## src/qau_pkg.sv

```systemverilog
`default_nettype none

package qau_pkg;

  localparam int unsigned CW    = 32;
  localparam int unsigned FB    = 16;
  localparam int unsigned PW    = 2 * CW;
  localparam int unsigned AW    = 2 * CW + 3;
  localparam int unsigned DW    = (CW + 2 * FB > 2 * CW + 1) ? CW + 2 * FB : 2 * CW + 1;
  localparam int unsigned NW    = DW + 1;
  localparam int unsigned SW    = 2 * CW + 2;
  localparam int unsigned RW    = CW + 4;
  localparam int unsigned NPROD = 16;
  localparam int unsigned NSQ   = 4;
  localparam int unsigned MCW   = $clog2(NPROD + 1);
  localparam int unsigned DCW   = $clog2(DW + 1);
  localparam int unsigned SCW   = $clog2(SW / 2 + 1);
  localparam int unsigned QD    = 2;
  localparam int unsigned QAW   = $clog2(QD);

  localparam logic [2:0] OP_MUL  = 3'd0;
  localparam logic [2:0] OP_CONJ = 3'd1;
  localparam logic [2:0] OP_DIV  = 3'd2;
  localparam logic [2:0] OP_NORM = 3'd3;
  localparam logic [2:0] OP_INV  = 3'd4;

  localparam logic [1:0] STAT_OK  = 2'd0;
  localparam logic [1:0] STAT_DZ  = 2'd1;
  localparam logic [1:0] STAT_SAT = 2'd2;

  localparam logic signed [CW-1:0] SMAX = {1'b0, {(CW - 1){1'b1}}};
  localparam logic signed [CW-1:0] SMIN = {1'b1, {(CW - 1){1'b0}}};

  typedef enum logic [2:0] {
    CLS_MUL, CLS_CONJ, CLS_DIV, CLS_NORM, CLS_INV, CLS_NONE
  } cls_e;

  typedef enum logic [2:0] {
    S_IDLE, S_MUL, S_DLOAD, S_DIV, S_SQRT, S_WRAP
  } state_e;

  typedef struct packed {
    logic [2:0]           op;
    logic signed [CW-1:0] a_w, a_x, a_y, a_z;
    logic signed [CW-1:0] b_w, b_x, b_y, b_z;
    logic signed [CW-1:0] divisor;
  } in_item_t;

  typedef struct packed {
    logic signed [CW-1:0] r_w, r_x, r_y, r_z;
    logic [CW-2:0]        norm_value;
    logic                 a_is_zero;
    logic [1:0]           status;
  } out_item_t;

  typedef struct packed {
    cls_e                cls;
    logic                a_is_zero;
    logic [3:0][CW-1:0]  a;
    logic [3:0][CW-1:0]  b;
    logic [CW-1:0]       divisor;
  } task_t;

  typedef struct packed {
    logic [1:0] ai;
    logic [1:0] bi;
    logic [1:0] tgt;
    logic       neg;
  } msel_t;

  typedef struct packed {
    logic signed [CW-1:0] v;
    logic                 s;
  } satr_t;

  typedef struct packed {
    logic          start;
    logic [DW-1:0] n;
    logic [DW-1:0] d;
  } div_req_t;

  typedef struct packed {
    logic          done;
    logic [DW-1:0] q;
  } div_rsp_t;

  // Hamilton product schedule: four terms per component
  function automatic msel_t mul_sel(input logic [3:0] k);
    msel_t s;
    unique case (k)
      4'd0:  s = '{2'd0, 2'd0, 2'd0, 1'b0};
      4'd1:  s = '{2'd1, 2'd1, 2'd0, 1'b1};
      4'd2:  s = '{2'd2, 2'd2, 2'd0, 1'b1};
      4'd3:  s = '{2'd3, 2'd3, 2'd0, 1'b1};
      4'd4:  s = '{2'd0, 2'd1, 2'd1, 1'b0};
      4'd5:  s = '{2'd1, 2'd0, 2'd1, 1'b0};
      4'd6:  s = '{2'd2, 2'd3, 2'd1, 1'b0};
      4'd7:  s = '{2'd3, 2'd2, 2'd1, 1'b1};
      4'd8:  s = '{2'd0, 2'd2, 2'd2, 1'b0};
      4'd9:  s = '{2'd2, 2'd0, 2'd2, 1'b0};
      4'd10: s = '{2'd3, 2'd1, 2'd2, 1'b0};
      4'd11: s = '{2'd1, 2'd3, 2'd2, 1'b1};
      4'd12: s = '{2'd0, 2'd3, 2'd3, 1'b0};
      4'd13: s = '{2'd3, 2'd0, 2'd3, 1'b0};
      4'd14: s = '{2'd1, 2'd2, 2'd3, 1'b0};
      4'd15: s = '{2'd2, 2'd1, 2'd3, 1'b1};
      default: s = '0;
    endcase
    return s;
  endfunction

  function automatic satr_t sat_acc(input logic signed [AW-1:0] x);
    satr_t r;
    logic signed [AW-1:0] maxv;
    logic signed [AW-1:0] minv;
    maxv = {{(AW - CW + 1){1'b0}}, {(CW - 1){1'b1}}};
    minv = ~maxv;
    if (x > maxv) begin
      r.v = SMAX;
      r.s = 1'b1;
    end else if (x < minv) begin
      r.v = SMIN;
      r.s = 1'b1;
    end else begin
      r.v = x[CW-1:0];
      r.s = 1'b0;
    end
    return r;
  endfunction

  function automatic satr_t sat_quot(input logic [DW-1:0] q, input logic neg);
    satr_t r;
    logic [DW-1:0] lim;
    lim = '0;
    lim[CW-1] = 1'b1;
    if (neg) begin
      if (q > lim) begin
        r.v = SMIN;
        r.s = 1'b1;
      end else begin
        r.v = -q[CW-1:0];
        r.s = 1'b0;
      end
    end else begin
      if (q >= lim) begin
        r.v = SMAX;
        r.s = 1'b1;
      end else begin
        r.v = q[CW-1:0];
        r.s = 1'b0;
      end
    end
    return r;
  endfunction

endpackage

`default_nettype wire

```

## src/qau_front.sv

```systemverilog
`default_nettype none

module qau_front (
  input  qau_pkg::in_item_t item_i,
  output qau_pkg::task_t    task_o
);
  import qau_pkg::*;

  always_comb begin
    task_o.a         = {item_i.a_z, item_i.a_y, item_i.a_x, item_i.a_w};
    task_o.b         = {item_i.b_z, item_i.b_y, item_i.b_x, item_i.b_w};
    task_o.divisor   = item_i.divisor;
    task_o.a_is_zero = (task_o.a == '0);
    unique case (item_i.op)
      OP_MUL:  task_o.cls = CLS_MUL;
      OP_CONJ: task_o.cls = CLS_CONJ;
      OP_DIV:  task_o.cls = CLS_DIV;
      OP_NORM: task_o.cls = CLS_NORM;
      OP_INV:  task_o.cls = CLS_INV;
      default: task_o.cls = CLS_NONE;
    endcase
  end

endmodule

`default_nettype wire

```

## config.mk

```make
export PLATFORM = sky130hd
export DESIGN_NAME = qau_front
export DESIGN_NICKNAME = d
export VERILOG_FILES = /design/src/qau_pkg.sv /design/src/qau_front.sv
export SDC_FILE = /design/constraint.sdc
export NUM_CORES = 1
export LEC_CHECK = 0
export BUFFER_PORTS_ARGS = -buffer_cell sky130_fd_sc_hd__buf_4
export CORE_AREA = 2 2 230 232
export DETAILED_ROUTE_END_ITERATION = 12
export DIE_AREA = 0 0 232 234
export PLACE_DENSITY_LB_ADDON = 0.15
export SLEW_MARGIN = 20
export SYNTH_ARGS = -nofsm -noshare
export SYNTH_HDL_FRONTEND = slang
export SYNTH_SLANG_ARGS = --single-unit
```

## constraint.sdc

```tcl
create_clock -name vclk -period 0.95
set_input_delay 0.0475 -clock vclk [all_inputs]
set_output_delay 0.0475 -clock vclk [all_outputs]
set_load 0.05 [all_outputs]
```

==> flow_summary.ini <==
[final_layout]
seq_cells = 0
drive_gt1_share_pct = 94.5
fin_util_pct = 7.59
antenna_cells = 0
nClkBuffers = 0
syn2layout_area_growth_pct = 60.9
stdcell_count = 1067
register_area_sq_um = 0
final_net_count = 672

[global_route]
grt_pass1_wl_um = 14600
grt_overflow_total = 0
grt_pass1_vias = 2123
antenna_found_initial = 2
grt_max_degree = 4
grt_usage_pct = 3.80

[worst_setup_path]
crit_arrival_ns = 1.68
cp.required_ns = 0.90
cp_max_fo = 2
worst-setup-path-type = in -> out
cp-start-kind = input pin
cp-end-kind = output pin
path_cells = buf_4 -> nor4_4 -> nand4_1 -> or4_4 -> nor2_4 -> buf_8
cp_slowest_cell = or4_4
worst_path_largest_cell_delay_ns = 0.60

[timing]
finalCritPeriodShare_pct = 182
hold_ws_ns = 0.0950
worst_slack_ns = -0.775
max_freq_mhz = 580
rsz0062_at_grt = true
worst-slew-pin-transition_ns = 0.417
slew_viol_final = 0
setup_viol = 1
hold_viol = 0
min_period_ns = 1.73
relSlewSlack_pct = 72.0

[power_and_ir_drop]
leakage_nw = 1.68
seq_power_share_pct = 0
power_mw = 2.41
ir_drop_mv = 0.202
p_comb_share_pct = 100.0
cellPowerDensity_nw_per_um2 = 610
power_switching_mw = 1.48
netSwitchingFraction_pct = 61.6
pwr-share-clk_pct = 0
power.internal_uw = 924

[routing]
avgRoutedWirePerCell_um = 11.3
wl_um = 12100
final_antenna_net_count = 0
via_per_inst = 1.99
vias = 2126
drt_iter0_drc = 28
drc = 0
dr.pass1.iters = 3

[place]
gp_congestion = 0.608
post-place-ws_ns = -1.39
numPortBuffers = 263
place_inst = 1067
hpwl_um = 11200

[hold_path]
hp-class = in -> out
hold_path.startpoint = item_i[55]
holdPathEnd = task_o[151]
worst_hold_path.num_cells = 0

[logic_synthesis]
yosys-top-cells-area = buf_4, nor4_1, nand4_1
synth_mux_area_share_pct = 0
yosys_warnings = 0
synthesis.nets = 625
synth_compound_area_share_pct = 0.306
synth_xor_xnor_area_share_pct = 0
ys_seq_area_share_pct = 0
synth_adder_area_share_pct = 0
syn-instance-count = 334
synth_common_cells = buf_4, nor4_1, nand4_1, or4_1
synth.avg_cell_area_sq_um = 7.35
synth-simple-area-share_pct = 11.5
ys_types = 9
synth_top_family_by_area = buffers and inverters
syn_area_sq_um = 2450
netlist.top_cell.by_area = buf_4
synth_top_area_share_pct = 88.1
synth_most_common_cell = buf_4

[die]
core_sq_um = 52000
die_y_um = 234
die_w_um = 232
dieArea_sq_um = 54300
rows = 84
start_util_pct = 4.72
num_io_pins = 583

[clock_network]
post_cts_buffers = 0
ctsHoldBuffers = 0

[run_status]
violations = negative setup slack
status = finished with violations

[job]
drv_cap = 0
## stage by stage
stage          setup TNS (ns)  area (sq um)
3_5_place_dp            -1.39          3710
3_3_place_gp            -1.41          3710
5_1_grt                -0.848          3950
2_1_floorplan          -0.339          2500
4_1_cts                -0.812          3910
6_report               -0.775          3950
## how the worst max path moves through the flow
stage | start | end | slack (ns) | cells after the start
after CTS | item_i[224] | task_o[288] | -0.81 | 6
after global routing | item_i[258] | task_o[288] | -0.85 | 8
after global placement | item_i[285] | task_o[288] | -1.41 | 6
after detailed placement | item_i[285] | task_o[288] | -1.39 | 6
final | item_i[268] | task_o[288] | -0.78 | 6
after floorplan | item_i[245] | task_o[288] | -0.34 | 4
## critical path: cells and delay by family
family | cells | cell delay (ns)
AND/OR/NAND/NOR | 4 | 1.35
buffers and inverters | 2 | 0.27
## layout make-up
type               instances  area (sq um)
fillers                 6138         48100
repair buffers           334          2540
well taps                688           861
multi-input cells         45           543
## timing repair
action | CTS | global route
gates resized for setup | 32 | 6
setup endpoints to repair | 1 | 1
pin swaps | 11 | 5
## power by group through the flow
stage,combinational (mW),sequential (mW),clock [mW]
finish,2.41,0,0
global route,2.51,0,0
CTS,2.42,0,0
detailed placement,2.34,0,0
global placement,2.37,0,0
floorplan,3.33,0,0
## cells in the final DEF, fill, tap and decap left out, drive strengths merged
master and instances:
buf 334, nor4 32, nand4 8, or4 2
nor2b 1, a21o 1, nor2 1
## cells by family after synthesis
| group | after synthesis |
|---|---|
| AO/OA/AOI/OAI | 1 |
| buffers and inverters | 289 |
| AND/OR/NAND/NOR | 44 |
## per-layer routing
layer | track usage [%] | part of all wire (%) | vias up
met4 | 1.04 | 2.7 | 6
met5 | 0.714 | 0.70 | -
met3 | 3.39 | 22 | 46
li1 | - | - | 892
met1 | 3.21 | 28 | 861
met2 | 6.46 | 47 | 321
No activity file was read; power rests on OpenSTA's default activity.
