--- src/qau_pkg.sv ---
`default_nettype none

package qau_pkg;

  localparam int unsigned CW    = 32;
  localparam int unsigned FB    = 16;
  localparam int unsigned PW    = 2 * CW;
  localparam int unsigned AW    = 2 * CW + 3;
  localparam int unsigned DW    = (CW + 2 * FB > 2 * CW + 1) ? CW + 2 * FB : 2 * CW + 1;
  localparam int unsigned NW    = DW + 1;
  localparam int unsigned SW    = 2 * CW + 2;
  localparam int unsigned RW    = CW + 4;
  localparam int unsigned NPROD = 16;
  localparam int unsigned NSQ   = 4;
  localparam int unsigned MCW   = $clog2(NPROD + 1);
  localparam int unsigned DCW   = $clog2(DW + 1);
  localparam int unsigned SCW   = $clog2(SW / 2 + 1);
  localparam int unsigned QD    = 2;
  localparam int unsigned QAW   = $clog2(QD);

  localparam logic [2:0] OP_MUL  = 3'd0;
  localparam logic [2:0] OP_CONJ = 3'd1;
  localparam logic [2:0] OP_DIV  = 3'd2;
  localparam logic [2:0] OP_NORM = 3'd3;
  localparam logic [2:0] OP_INV  = 3'd4;

  localparam logic [1:0] STAT_OK  = 2'd0;
  localparam logic [1:0] STAT_DZ  = 2'd1;
  localparam logic [1:0] STAT_SAT = 2'd2;

  localparam logic signed [CW-1:0] SMAX = {1'b0, {(CW - 1){1'b1}}};
  localparam logic signed [CW-1:0] SMIN = {1'b1, {(CW - 1){1'b0}}};

  typedef enum logic [2:0] {
    CLS_MUL, CLS_CONJ, CLS_DIV, CLS_NORM, CLS_INV, CLS_NONE
  } cls_e;

  typedef enum logic [2:0] {
    S_IDLE, S_MUL, S_DLOAD, S_DIV, S_SQRT, S_WRAP
  } state_e;

  typedef struct packed {
    logic [2:0]           op;
    logic signed [CW-1:0] a_w, a_x, a_y, a_z;
    logic signed [CW-1:0] b_w, b_x, b_y, b_z;
    logic signed [CW-1:0] divisor;
  } in_item_t;

  typedef struct packed {
    logic signed [CW-1:0] r_w, r_x, r_y, r_z;
    logic [CW-2:0]        norm_value;
    logic                 a_is_zero;
    logic [1:0]           status;
  } out_item_t;

  typedef struct packed {
    cls_e                cls;
    logic                a_is_zero;
    logic [3:0][CW-1:0]  a;
    logic [3:0][CW-1:0]  b;
    logic [CW-1:0]       divisor;
  } task_t;

  typedef struct packed {
    logic [1:0] ai;
    logic [1:0] bi;
    logic [1:0] tgt;
    logic       neg;
  } msel_t;

  typedef struct packed {
    logic signed [CW-1:0] v;
    logic                 s;
  } satr_t;

  typedef struct packed {
    logic          start;
    logic [DW-1:0] n;
    logic [DW-1:0] d;
  } div_req_t;

  typedef struct packed {
    logic          done;
    logic [DW-1:0] q;
  } div_rsp_t;

  // Hamilton product schedule: four terms per component
  function automatic msel_t mul_sel(input logic [3:0] k);
    msel_t s;
    unique case (k)
      4'd0:  s = '{2'd0, 2'd0, 2'd0, 1'b0};
      4'd1:  s = '{2'd1, 2'd1, 2'd0, 1'b1};
      4'd2:  s = '{2'd2, 2'd2, 2'd0, 1'b1};
      4'd3:  s = '{2'd3, 2'd3, 2'd0, 1'b1};
      4'd4:  s = '{2'd0, 2'd1, 2'd1, 1'b0};
      4'd5:  s = '{2'd1, 2'd0, 2'd1, 1'b0};
      4'd6:  s = '{2'd2, 2'd3, 2'd1, 1'b0};
      4'd7:  s = '{2'd3, 2'd2, 2'd1, 1'b1};
      4'd8:  s = '{2'd0, 2'd2, 2'd2, 1'b0};
      4'd9:  s = '{2'd2, 2'd0, 2'd2, 1'b0};
      4'd10: s = '{2'd3, 2'd1, 2'd2, 1'b0};
      4'd11: s = '{2'd1, 2'd3, 2'd2, 1'b1};
      4'd12: s = '{2'd0, 2'd3, 2'd3, 1'b0};
      4'd13: s = '{2'd3, 2'd0, 2'd3, 1'b0};
      4'd14: s = '{2'd1, 2'd2, 2'd3, 1'b0};
      4'd15: s = '{2'd2, 2'd1, 2'd3, 1'b1};
      default: s = '0;
    endcase
    return s;
  endfunction

  function automatic satr_t sat_acc(input logic signed [AW-1:0] x);
    satr_t r;
    logic signed [AW-1:0] maxv;
    logic signed [AW-1:0] minv;
    maxv = {{(AW - CW + 1){1'b0}}, {(CW - 1){1'b1}}};
    minv = ~maxv;
    if (x > maxv) begin
      r.v = SMAX;
      r.s = 1'b1;
    end else if (x < minv) begin
      r.v = SMIN;
      r.s = 1'b1;
    end else begin
      r.v = x[CW-1:0];
      r.s = 1'b0;
    end
    return r;
  endfunction

  function automatic satr_t sat_quot(input logic [DW-1:0] q, input logic neg);
    satr_t r;
    logic [DW-1:0] lim;
    lim = '0;
    lim[CW-1] = 1'b1;
    if (neg) begin
      if (q > lim) begin
        r.v = SMIN;
        r.s = 1'b1;
      end else begin
        r.v = -q[CW-1:0];
        r.s = 1'b0;
      end
    end else begin
      if (q >= lim) begin
        r.v = SMAX;
        r.s = 1'b1;
      end else begin
        r.v = q[CW-1:0];
        r.s = 1'b0;
      end
    end
    return r;
  endfunction

endpackage

`default_nettype wire

--- src/qau_fifo.sv ---
`default_nettype none

module qau_fifo (
  input  logic           clk_i,
  input  logic           rst_ni,
  input  logic           push_i,
  output logic           full_o,
  input  qau_pkg::task_t wdata_i,
  input  logic           pop_i,
  output logic           empty_o,
  output qau_pkg::task_t rdata_o
);
  import qau_pkg::*;

  task_t          mem_q [QD];
  logic [QAW-1:0] wr_q, wr_d, rd_q, rd_d;
  logic [QAW:0]   cnt_q, cnt_d;
  logic           wr_en, rd_en;

  assign full_o  = (cnt_q == (QAW + 1)'(QD));
  assign empty_o = (cnt_q == '0);
  assign wr_en   = push_i && !full_o;
  assign rd_en   = pop_i && !empty_o;
  assign rdata_o = mem_q[rd_q];

  always_comb begin
    wr_d  = wr_en ? wr_q + 1'b1 : wr_q;
    rd_d  = rd_en ? rd_q + 1'b1 : rd_q;
    cnt_d = cnt_q + (QAW + 1)'(wr_en) - (QAW + 1)'(rd_en);
  end

  always_ff @(posedge clk_i or negedge rst_ni) begin
    if (!rst_ni) begin
      wr_q  <= '0;
      rd_q  <= '0;
      cnt_q <= '0;
    end else begin
      wr_q  <= wr_d;
      rd_q  <= rd_d;
      cnt_q <= cnt_d;
    end
  end

  always_ff @(posedge clk_i) begin
    if (wr_en) begin
      mem_q[wr_q] <= wdata_i;
    end
  end

endmodule

`default_nettype wire

--- config.mk ---
export PLATFORM = sky130hd
export DESIGN_NAME = qau_fifo
export DESIGN_NICKNAME = d
export VERILOG_FILES = /design/src/qau_pkg.sv /design/src/qau_fifo.sv
export SDC_FILE = /design/constraint.sdc
export NUM_CORES = 1
export LEC_CHECK = 0
export ABC_AREA = 0
export BUFFER_PORTS_ARGS = -buffer_cell sky130_fd_sc_hd__buf_4
export CAP_MARGIN = 40
export CORE_ASPECT_RATIO = 1.1
export CORE_MARGIN = 10
export CORE_UTILIZATION = 48
export CTS_BUF_LIST = sky130_fd_sc_hd__clkbuf_16
export DETAILED_ROUTE_END_ITERATION = 8
export PLACE_DENSITY_LB_ADDON = 0.15
export SYNTH_ARGS = -nofsm -noshare
export SYNTH_HDL_FRONTEND = slang
export SYNTH_SLANG_ARGS = --single-unit
--- constraint.sdc ---
create_clock -name clk_i -period 13.1 [get_ports clk_i]
set_input_delay 0.655 -clock clk_i [delete_from_list [all_inputs] [get_ports clk_i]]
set_output_delay 0.655 -clock clk_i [all_outputs]
set_load 0.01 [all_outputs]
==> impl_results.md <==
* Ranking of synthesized cells by area: edfxtp_1, mux2_4, mux2_2
* Unrepaired setup endpoints after global routing: no
* Vias/cell at 4.98
* Clock Pin Slew Worst Setup and Hold Paths at 0.06 ns
* Layout net count at 1862
* Worst EP required at 12.44 ns
* Synth Register Bits at 588
* GPL Wtd Cong at 0.781
* Vias after detailed routing at 11018
* Layout cells sized above 1 at 0.612
* Die footprint at 55800 µm²
* Vias in the first global route at 11680
* Startpoint Class: flop
* Wire per inst at 25.3 µm
* P per Cell Area at 226 nW/µm²
* Synth unique cells at 17
* Sequential-to-total area share from yosys stat at 0.786
* Pleak at 0.0117 µW
* Worst skew pair latency at 0.61 ns
* Core area at 46400 µm²
* Final hold violations at 0
* Std-Cell Rows at 83
* Starting Density at 0.484
* Final worst slack at 8.51 ns
* Grt ovf at 0
* P&R area growth vs syn at 30.6%
* Worst-margin pin slew at 1.25 ns
* Dpl hpwl at 41700 µm
* Syn Inst Count at 927
* Post-synthesis net count at 1225
* Endpoint class of the critical path: output pin
* CP Cell Sequence: buf_12, buf_12, buf_4, mux2_4, buf_4
* Final period utilization at 0.350
* Slowest cell on the critical path: buf_4
* Max IR drop VDD at 0.234 mV
* Root buf cell: clkbuf_16
* Clock sinks at 588
* Setup WS pre-CTS at 9.19 ns
* Initial antenna violation count at 14
* First-pass GRT wire length at 77900 µm
* Die X at 226 µm
* DRT iter0 DRCs at 794
* Syn. warnings at 0
* DP Area at 27600 µm²
* Die Y at 247 µm
* DRT Pass-1 Iters at 5
* Synth top area share at 0.781
* # DRC at 0
* Multi-input gate area at 4400 µm²
* Number of buffers created by CTS at 58
* # setup viols final at 0
* CP max FO at 137
* H-tree levels at 2
* Max_cap viols at 0
* Number of I/O port buffers at 589
* DRT Wirelength at 55900 µm
* Critical path type: reg -> out
* GRT Util Overall at 0.192
* FILL cells at 3274
* Crit path time final at 4.59 ns
* Ports at 590
* Final core occ at 0.631
* Fmax at 218 MHz
* Cell area after synthesis at 22400 µm²
* Antenna-violating nets left at 0
* Worst clock skew at 0.0231 ns
* Status: finished, final reports clean
* Critical Path AT at 3.93 ns
* Flip-flop and latch area at 17600 µm²
* Slew margin rel. at 0.168
* TNS Setup at 0 ns
* Synth Area per Inst at 24.2 µm²
* R2R Setup Slk at 10.28 ns
* CTS tree: done
* Worst hold-check path type: in -> reg
* Largest net degree at the start of global routing at 138
* Deepest clock path buffer count at 3
* Critical Path Max Stage Delay at 0.81 ns
* Yosys top cell by area: edfxtp_1
* Slew Limit Fails at 0
* Post-route cell area at 29300 µm²
-- cell usage in the layout, fill, tap and decap left out, types with 2 or more instances in the layout --
master / n
buf_4: 599
edfxtp_1: 584
mux2_4: 270
clkbuf_16: 59
mux2_2: 22
inv_1: 15
clkinv_2: 15
clkinv_1: 12
diode_2: 10
buf_16: 8
xnor2_1: 3
dfrtp_1: 3
ha_1: 2
inv_6: 2
clkinvlp_4: 2
buf_12: 2
-- state kept, by name (all words and copies together), names as in the netlist --
name and cells:
cnt_q 2, mem_q 584, rd_q 1, wr_q 1
-- logic make-up (layout without fill, tap and decap cells) --
| logic type | Yosys count | in the layout | synth area share |
|---|---|---|---|
| flops | 588 | 588 | 0.786 |
| fa+ha+maj | 2 | 2 | 0.00111 |
| simple gates | 6 | 6 | 0.00134 |
| buf+inv | 35 | 717 | 0.0186 |
| xor+xnor | 4 | 4 | 0.00156 |
| other cells | 0 | 10 | 0 |
| mux | 292 | 292 | 0.192 |
-- layer usage --
layer,vias up,part of all wire,GRT usage
met3,95,0.10,0.0794
met5,-,0.00098,0
met4,8,0.031,0.0729
li1,4992,-,-
met1,5503,0.35,0.207
met2,420,0.52,0.333
-- through the flow --
step,cells,hold slack (ns),power [µW]
6_report,2214,0.228,6630
5_1_grt,2213,0.198,6910
2_1_floorplan,927,0.359,4290
4_1_cts,2204,0.190,6720
3_3_place_gp,2089,0.456,5140
3_5_place_dp,2098,0.456,5210
-- Yosys cell counts (all sizes together) --
cell type and count:
nand2b 1, dfrtp 4, nor2b 1, mux2 292, xnor2 3, ha 2
inv 2, nand2 1, xor2 1, nor2 2, edfxtp 584, buf 33
and3 1
-- where the power goes --
group | switching [µW] | leakage (µW) | internal [µW]
logic | 1150 | 0.00536 | 1290
registers | 119 | 0.00547 | 2570
clock network | 664 | 0.000903 | 832
-- final timing paths --
kind	depth (start not counted)	to	startpoint
worst max-delay path	5	rdata_o[75]	rd_q
min in group asynchronous	2	cnt_q[1]	rst_ni
worst min register to register	1	cnt_q[1]	cnt_q[1]
worst min-delay path	1	mem_q[1][86]	wdata_i[86]
worst max register to register	5	mem_q[0][38]	cnt_q[1]
max in group asynchronous	2	rd_q	rst_ni
-- critical path: cells and delay by family (launching register included) --
kind	cells	cell delay (ns)
buffers and inverters	4	1.93
multiplexers	1	0.36
flip-flops	1	0.71
-- what timing repair did --
| action | CTS | global route |
|---|---|---|
| hold buffers | 1 | 0 |
| endpoints found under the hold margin | 4 | 0 |
| endpoints found under the setup margin | 0 | 0 |
| resized for setup | 0 | 0 |
| setup buffers | 0 | 0 |
-- cell type report --
| cell class | count | area share |
|---|---|---|
| clock inverter | 46 | 0.00828 |
| inverter | 2 | 0.000256 |
| clock buffer | 59 | 0.0504 |
| sequential | 588 | 0.602 |
| multi-input combinational | 304 | 0.150 |
| antenna | 10 | 0.000854 |
| tap | 595 | 0.0254 |
| timing repair buffer | 610 | 0.163 |
(Power assumes the default switching activity.)
