## config.mk

```make
export PLATFORM = sky130hd
export DESIGN_NAME = qau_div
export DESIGN_NICKNAME = d
export VERILOG_FILES = /design/src/qau_pkg.sv /design/src/qau_div.sv
export SDC_FILE = /design/constraint.sdc
export NUM_CORES = 1
export LEC_CHECK = 0
export ABC_AREA = 1
export BUFFER_PORTS_ARGS = -buffer_cell sky130_fd_sc_hd__buf_2
export CORE_ASPECT_RATIO = 0.6
export CORE_MARGIN = 2
export CORE_UTILIZATION = 35
export DETAILED_ROUTE_END_ITERATION = 8
export PLACE_DENSITY = 0.56
export SYNTH_ARGS = -nofsm -noshare
export SYNTH_HDL_FRONTEND = slang
export SYNTH_SLANG_ARGS = --single-unit
```

## constraint.sdc

```tcl
create_clock -name clk_i -period 6.5 [get_ports clk_i]
set_clock_uncertainty 0.05 [all_clocks]
set_input_delay 0.65 -clock clk_i [delete_from_list [all_inputs] [get_ports clk_i]]
set_output_delay 0.65 -clock clk_i [all_outputs]
set_load 0.1 [all_outputs]
```

## src/qau_pkg.sv

```systemverilog
`default_nettype none

package qau_pkg;

  localparam int unsigned CW    = 32;
  localparam int unsigned FB    = 16;
  localparam int unsigned PW    = 2 * CW;
  localparam int unsigned AW    = 2 * CW + 3;
  localparam int unsigned DW    = (CW + 2 * FB > 2 * CW + 1) ? CW + 2 * FB : 2 * CW + 1;
  localparam int unsigned NW    = DW + 1;
  localparam int unsigned SW    = 2 * CW + 2;
  localparam int unsigned RW    = CW + 4;
  localparam int unsigned NPROD = 16;
  localparam int unsigned NSQ   = 4;
  localparam int unsigned MCW   = $clog2(NPROD + 1);
  localparam int unsigned DCW   = $clog2(DW + 1);
  localparam int unsigned SCW   = $clog2(SW / 2 + 1);
  localparam int unsigned QD    = 2;
  localparam int unsigned QAW   = $clog2(QD);

  localparam logic [2:0] OP_MUL  = 3'd0;
  localparam logic [2:0] OP_CONJ = 3'd1;
  localparam logic [2:0] OP_DIV  = 3'd2;
  localparam logic [2:0] OP_NORM = 3'd3;
  localparam logic [2:0] OP_INV  = 3'd4;

  localparam logic [1:0] STAT_OK  = 2'd0;
  localparam logic [1:0] STAT_DZ  = 2'd1;
  localparam logic [1:0] STAT_SAT = 2'd2;

  localparam logic signed [CW-1:0] SMAX = {1'b0, {(CW - 1){1'b1}}};
  localparam logic signed [CW-1:0] SMIN = {1'b1, {(CW - 1){1'b0}}};

  typedef enum logic [2:0] {
    CLS_MUL, CLS_CONJ, CLS_DIV, CLS_NORM, CLS_INV, CLS_NONE
  } cls_e;

  typedef enum logic [2:0] {
    S_IDLE, S_MUL, S_DLOAD, S_DIV, S_SQRT, S_WRAP
  } state_e;

  typedef struct packed {
    logic [2:0]           op;
    logic signed [CW-1:0] a_w, a_x, a_y, a_z;
    logic signed [CW-1:0] b_w, b_x, b_y, b_z;
    logic signed [CW-1:0] divisor;
  } in_item_t;

  typedef struct packed {
    logic signed [CW-1:0] r_w, r_x, r_y, r_z;
    logic [CW-2:0]        norm_value;
    logic                 a_is_zero;
    logic [1:0]           status;
  } out_item_t;

  typedef struct packed {
    cls_e                cls;
    logic                a_is_zero;
    logic [3:0][CW-1:0]  a;
    logic [3:0][CW-1:0]  b;
    logic [CW-1:0]       divisor;
  } task_t;

  typedef struct packed {
    logic [1:0] ai;
    logic [1:0] bi;
    logic [1:0] tgt;
    logic       neg;
  } msel_t;

  typedef struct packed {
    logic signed [CW-1:0] v;
    logic                 s;
  } satr_t;

  typedef struct packed {
    logic          start;
    logic [DW-1:0] n;
    logic [DW-1:0] d;
  } div_req_t;

  typedef struct packed {
    logic          done;
    logic [DW-1:0] q;
  } div_rsp_t;

  // Hamilton product schedule: four terms per component
  function automatic msel_t mul_sel(input logic [3:0] k);
    msel_t s;
    unique case (k)
      4'd0:  s = '{2'd0, 2'd0, 2'd0, 1'b0};
      4'd1:  s = '{2'd1, 2'd1, 2'd0, 1'b1};
      4'd2:  s = '{2'd2, 2'd2, 2'd0, 1'b1};
      4'd3:  s = '{2'd3, 2'd3, 2'd0, 1'b1};
      4'd4:  s = '{2'd0, 2'd1, 2'd1, 1'b0};
      4'd5:  s = '{2'd1, 2'd0, 2'd1, 1'b0};
      4'd6:  s = '{2'd2, 2'd3, 2'd1, 1'b0};
      4'd7:  s = '{2'd3, 2'd2, 2'd1, 1'b1};
      4'd8:  s = '{2'd0, 2'd2, 2'd2, 1'b0};
      4'd9:  s = '{2'd2, 2'd0, 2'd2, 1'b0};
      4'd10: s = '{2'd3, 2'd1, 2'd2, 1'b0};
      4'd11: s = '{2'd1, 2'd3, 2'd2, 1'b1};
      4'd12: s = '{2'd0, 2'd3, 2'd3, 1'b0};
      4'd13: s = '{2'd3, 2'd0, 2'd3, 1'b0};
      4'd14: s = '{2'd1, 2'd2, 2'd3, 1'b0};
      4'd15: s = '{2'd2, 2'd1, 2'd3, 1'b1};
      default: s = '0;
    endcase
    return s;
  endfunction

  function automatic satr_t sat_acc(input logic signed [AW-1:0] x);
    satr_t r;
    logic signed [AW-1:0] maxv;
    logic signed [AW-1:0] minv;
    maxv = {{(AW - CW + 1){1'b0}}, {(CW - 1){1'b1}}};
    minv = ~maxv;
    if (x > maxv) begin
      r.v = SMAX;
      r.s = 1'b1;
    end else if (x < minv) begin
      r.v = SMIN;
      r.s = 1'b1;
    end else begin
      r.v = x[CW-1:0];
      r.s = 1'b0;
    end
    return r;
  endfunction

  function automatic satr_t sat_quot(input logic [DW-1:0] q, input logic neg);
    satr_t r;
    logic [DW-1:0] lim;
    lim = '0;
    lim[CW-1] = 1'b1;
    if (neg) begin
      if (q > lim) begin
        r.v = SMIN;
        r.s = 1'b1;
      end else begin
        r.v = -q[CW-1:0];
        r.s = 1'b0;
      end
    end else begin
      if (q >= lim) begin
        r.v = SMAX;
        r.s = 1'b1;
      end else begin
        r.v = q[CW-1:0];
        r.s = 1'b0;
      end
    end
    return r;
  endfunction

endpackage

`default_nettype wire

```

## src/qau_div.sv

```systemverilog
`default_nettype none

module qau_div (
  input  logic              clk_i,
  input  logic              rst_ni,
  input  qau_pkg::div_req_t req_i,
  output qau_pkg::div_rsp_t rsp_o
);
  import qau_pkg::*;

  logic [DW:0]    rem_q, rem_d, sh;
  logic [DW-1:0]  qn_q, qn_d, d_q;
  logic [DCW-1:0] cnt_q, cnt_d;
  logic           busy_q, busy_d, done_q, done_d;

  // restoring, one quotient bit a cycle
  always_comb begin
    rem_d  = rem_q;
    qn_d   = qn_q;
    cnt_d  = cnt_q;
    busy_d = busy_q;
    done_d = 1'b0;
    sh     = {rem_q[DW-1:0], qn_q[DW-1]};
    if (req_i.start) begin
      rem_d  = '0;
      qn_d   = req_i.n;
      cnt_d  = '0;
      busy_d = 1'b1;
    end else if (busy_q) begin
      if (sh >= {1'b0, d_q}) begin
        rem_d = sh - {1'b0, d_q};
        qn_d  = {qn_q[DW-2:0], 1'b1};
      end else begin
        rem_d = sh;
        qn_d  = {qn_q[DW-2:0], 1'b0};
      end
      cnt_d = cnt_q + 1'b1;
      if (cnt_q == DCW'(DW - 1)) begin
        busy_d = 1'b0;
        done_d = 1'b1;
      end
    end
  end

  always_ff @(posedge clk_i or negedge rst_ni) begin
    if (!rst_ni) begin
      busy_q <= 1'b0;
      done_q <= 1'b0;
      cnt_q  <= '0;
    end else begin
      busy_q <= busy_d;
      done_q <= done_d;
      cnt_q  <= cnt_d;
    end
  end

  always_ff @(posedge clk_i) begin
    rem_q <= rem_d;
    qn_q  <= qn_d;
    if (req_i.start) begin
      d_q <= req_i.d;
    end
  end

  assign rsp_o.done = done_q;
  assign rsp_o.q    = qn_q;

endmodule

`default_nettype wire

```

==> run metrics <==
biggest area consumer among synthesized cells=edfxtp_1; DRT Wirelength=around 50,000 µm; Setup CP Type=reg -> reg; max-cap viol count=0; slew at the pin closest to its max-slew limit=1.059 ns; Syn. warnings=0; Diodes inserted=0; CP max stage cell=buf_4; total power=3.510 mW; worst rel slew slack=0.2932; Peak VDD IR=0.1951 mV; CTS Buf Count=22; Reg clk slew, reported paths=~0.070 ns; min Tclk post-route=3.614 ns; drt drc=0; power per cell area=approximately 210 mW/mm²; antenna violations before repair=0; Setup TNS Final=0 ns; CP arrival=4.00 ns; critical path cell sequence=inv_1 -> ha_1 -> inv_1 -> fa_1 -> nand3_1 -> nand3_2 -> nand2_1 -> nand2_2 -> nand2_1 -> nand2_2 -> nand2_2 -> buf_4 -> nand3_1 -> nand2_1 -> inv_1 -> nand2_1 -> nand2_1; FF+latch count, synth=204; Post-DP Area=~0.016 mm²; DR vias=between 10,000 and 15,000; WL per Instance=16.80 µm; Placer Congestion=around 1.1; post-route ant nets=0; critical path's top delay family=simple AND/OR/NAND/NOR gates; Fin Hold WS=0.2050 ns; Worst Setup Start Kind=flip-flop; Post-Syn Nets=between 2,000 and 2,500; CP dominant cell by count=nand2_1; Fin. Hold Viols=0; worst-path fanout max=67; detailed router's first-iteration violation count=1,381; H-tree levels=1; Core Rows=57; Root Buffer=clkbuf_16; DR vias/cell=4.727; crit end category=flip-flop; clock tree buffer depth=3; largest net degree at the start of global routing=75; Yosys top cell area share=0.2686; Die Y=161.8 µm; CP max stage delay=0.60 ns; Syn Area/Cell=6.552 µm²; FF+latch area=around 0.0054 mm²; Area Growth Syn to Fin=15.26%; final instance area=0.01675 mm²; Post-Synthesis Cells=between 2,000 and 2,500; asr flop ratio synth=0.04412; Area contributors post-synth=edfxtp_1 (27%), nand2_1 (24%), inv_1 (12%), dfxtp_1 (9.0%), ha_1 (5.8%); final core occ=0.4113; CTS tree=built; Netlist cell types=37; HPWL after DPL=39,650 µm; sequential cell area fraction in the yosys report=0.3737; Worst EP required=6.88 ns; Reg2Reg Setup Slack=2.89 ns; Final #Nets=2,601; status=completed; Sequential Power Share=0.427; worst skew pair latency=0.57 ns; Multi-input gate area=approximately 0.0071 mm²; number of I/O pins=199; Clk network pwr share=0.369; number of global-route vias before repair=12,620; Synth Cell Area=~0.015 mm²; CTS resizes=0; Detailed Routing Iterations Pass 1=6; Lkg Pwr=about 9.3 nW; ys flop type=edfxtp_1; worst min-delay path class=in -> reg; Total GRT Usage=0.2296; Core Box Area=0.04072 mm²; Pins Over Slew Limit=0; RSZ-0062 raised after global routing=no; share of cells above drive strength 1=0.1142; Die X-Extent=~270 µm; Int Pwr=2.363 mW; fillers=4,521; Sw Ratio=0.3270; switching power=1.148 mW; worst path bufs/invs=4; maximum clock rate=276.7 MHz; Post-synth EDFFs=130; Starting Density=0.3569; die area=0.04322 mm²; first-pass GRT wire length=75,490 µm; Comb pwr share=0.204; fin crit share=0.5561; IO Port Bufs=slightly below 200; Final setup viols=0; grt total ovfl=0; CTS sink count=204
-- timing repair --
action	in CTS	in global routing
setup buffers	0	0
hold buffers	1	0
setup endpoints to repair	0	0
hold endpoints to repair	9	0
-- synth_stat cells, types with 8 or more instances --
cell type and instances:
nand2_1 937, a21oi_1 55, o21bai_1 11, xnor2_1 29, nand3_1 156, nor2_1 97, nand2_2 8, edfxtp_1 130
clkbuf_1 20, inv_1 449, nand4_1 18, ha_1 67, buf_2 10, o21ai_1 10, nor2_2 13, dfrtp_1 9
nand3b_1 35, dfxtp_1 65, nor3_1 15, buf_6 8, o21ai_0 37
-- sequential cells by signal, summed over array words and instances (netlist names) --
name and cells:
done_q 1, rem_q 65, d_q 65, cnt_q 7, busy_q 1, qn_q 65
-- path summary, 6_finish.rpt --
path,to,cells past startpoint,from
worst max-delay path,rem_q[50]$_SDFFE_PP0P_,17,qn_q[64]$_DFFE_PP_
worst min-delay path,d_q[7]$_DFFE_PP_,1,req_i[7]
worst max register to register,rem_q[50]$_SDFFE_PP0P_,17,qn_q[64]$_DFFE_PP_
worst min register to register,cnt_q[5]$_DFFE_PN0P_,1,cnt_q[5]$_DFFE_PN0P_
max in group asynchronous,cnt_q[5]$_DFFE_PN0P_,2,rst_ni
min in group asynchronous,cnt_q[2]$_DFFE_PN0P_,2,rst_ni
-- cell type report --
type | count | area share
Inverter | 457 | 0.1025
Sequential cell | 204 | 0.3242
Clock buffer | 32 | 0.03630
Multi-Input combinational cell | 1508 | 0.4247
Tap cell | 560 | 0.04183
Clock inverter | 8 | 0.007021
Timing Repair Buffer | 207 | 0.06349
-- worst register-to-register path, stage by stage, from the launching register on --
cell,delay (ns)
edfxtp_1,0.41
inv_1,0.10
ha_1,0.14
inv_1,0.07
fa_1,0.50
nand3_1,0.16
nand3_2,0.15
nand2_1,0.11
nand2_2,0.12
nand2_1,0.22
nand2_2,0.18
nand2_2,0.13
buf_4,0.60
nand3_1,0.28
nand2_1,0.10
inv_1,0.05
nand2_1,0.06
nand2_1,0.05
-- cells by family (layout without fill, tap and decap cells) --
logic type / count (synthesis) / in the layout / share of synthesized area
buffers and inverters: 506 / 704 / 0.1375
AND/OR/NAND/NOR: 1292 / 1292 / 0.3684
adder cells (fa/ha/maj): 68 / 68 / 0.05906
AO/OA/AOI/OAI: 117 / 117 / 0.04270
XOR/XNOR: 31 / 31 / 0.01868
flip-flops: 204 / 204 / 0.3737
-- power groups by stage --
stage	logic (mW)	clock network, mW	registers (mW)
floorplan	0.254	0	1.79
finish	0.715	1.30	1.50
global route	0.767	1.38	1.51
detailed placement	0.709	0	1.53
global placement	0.709	0	1.52
CTS	0.712	1.34	1.50
-- layout by cell type, fill, tap and decap left out, types with 9 or more instances in the layout --
cell,instances
nor3_1,15
xnor2_1,29
edfxtp_1,130
o21ai_0,37
clkbuf_16,22
nand4_1,18
buf_4,9
nor2_1,95
a21oi_1,55
nand2_1,937
nand3_1,156
o21ai_1,10
inv_1,448
dfrtp_1,9
dfxtp_1,65
nor2_2,14
o21bai_1,11
nand3b_1,35
ha_1,67
buf_2,197
-- metal layers --
layer | wire [µm] | track usage | vias to the layer above
met5 | 0 | 0 | -
met4 | 606 | 0.03218 | 0
met3 | 4536 | 0.05518 | 37
met2 | 18060 | 0.2868 | 443
met1 | 26810 | 0.3861 | 6460
li1 | - | - | 7129
-- per-stage QoR --
stage / std cells / worst slack [ns]
4_1_cts: 2976 / 2.906
2_1_floorplan: 2218 / 3.185
3_5_place_dp: 2935 / 2.941
6_report: 2976 / 2.886
3_3_place_gp: 2935 / 2.958
5_1_grt: 2976 / 2.478
(Power assumes the default switching activity.)
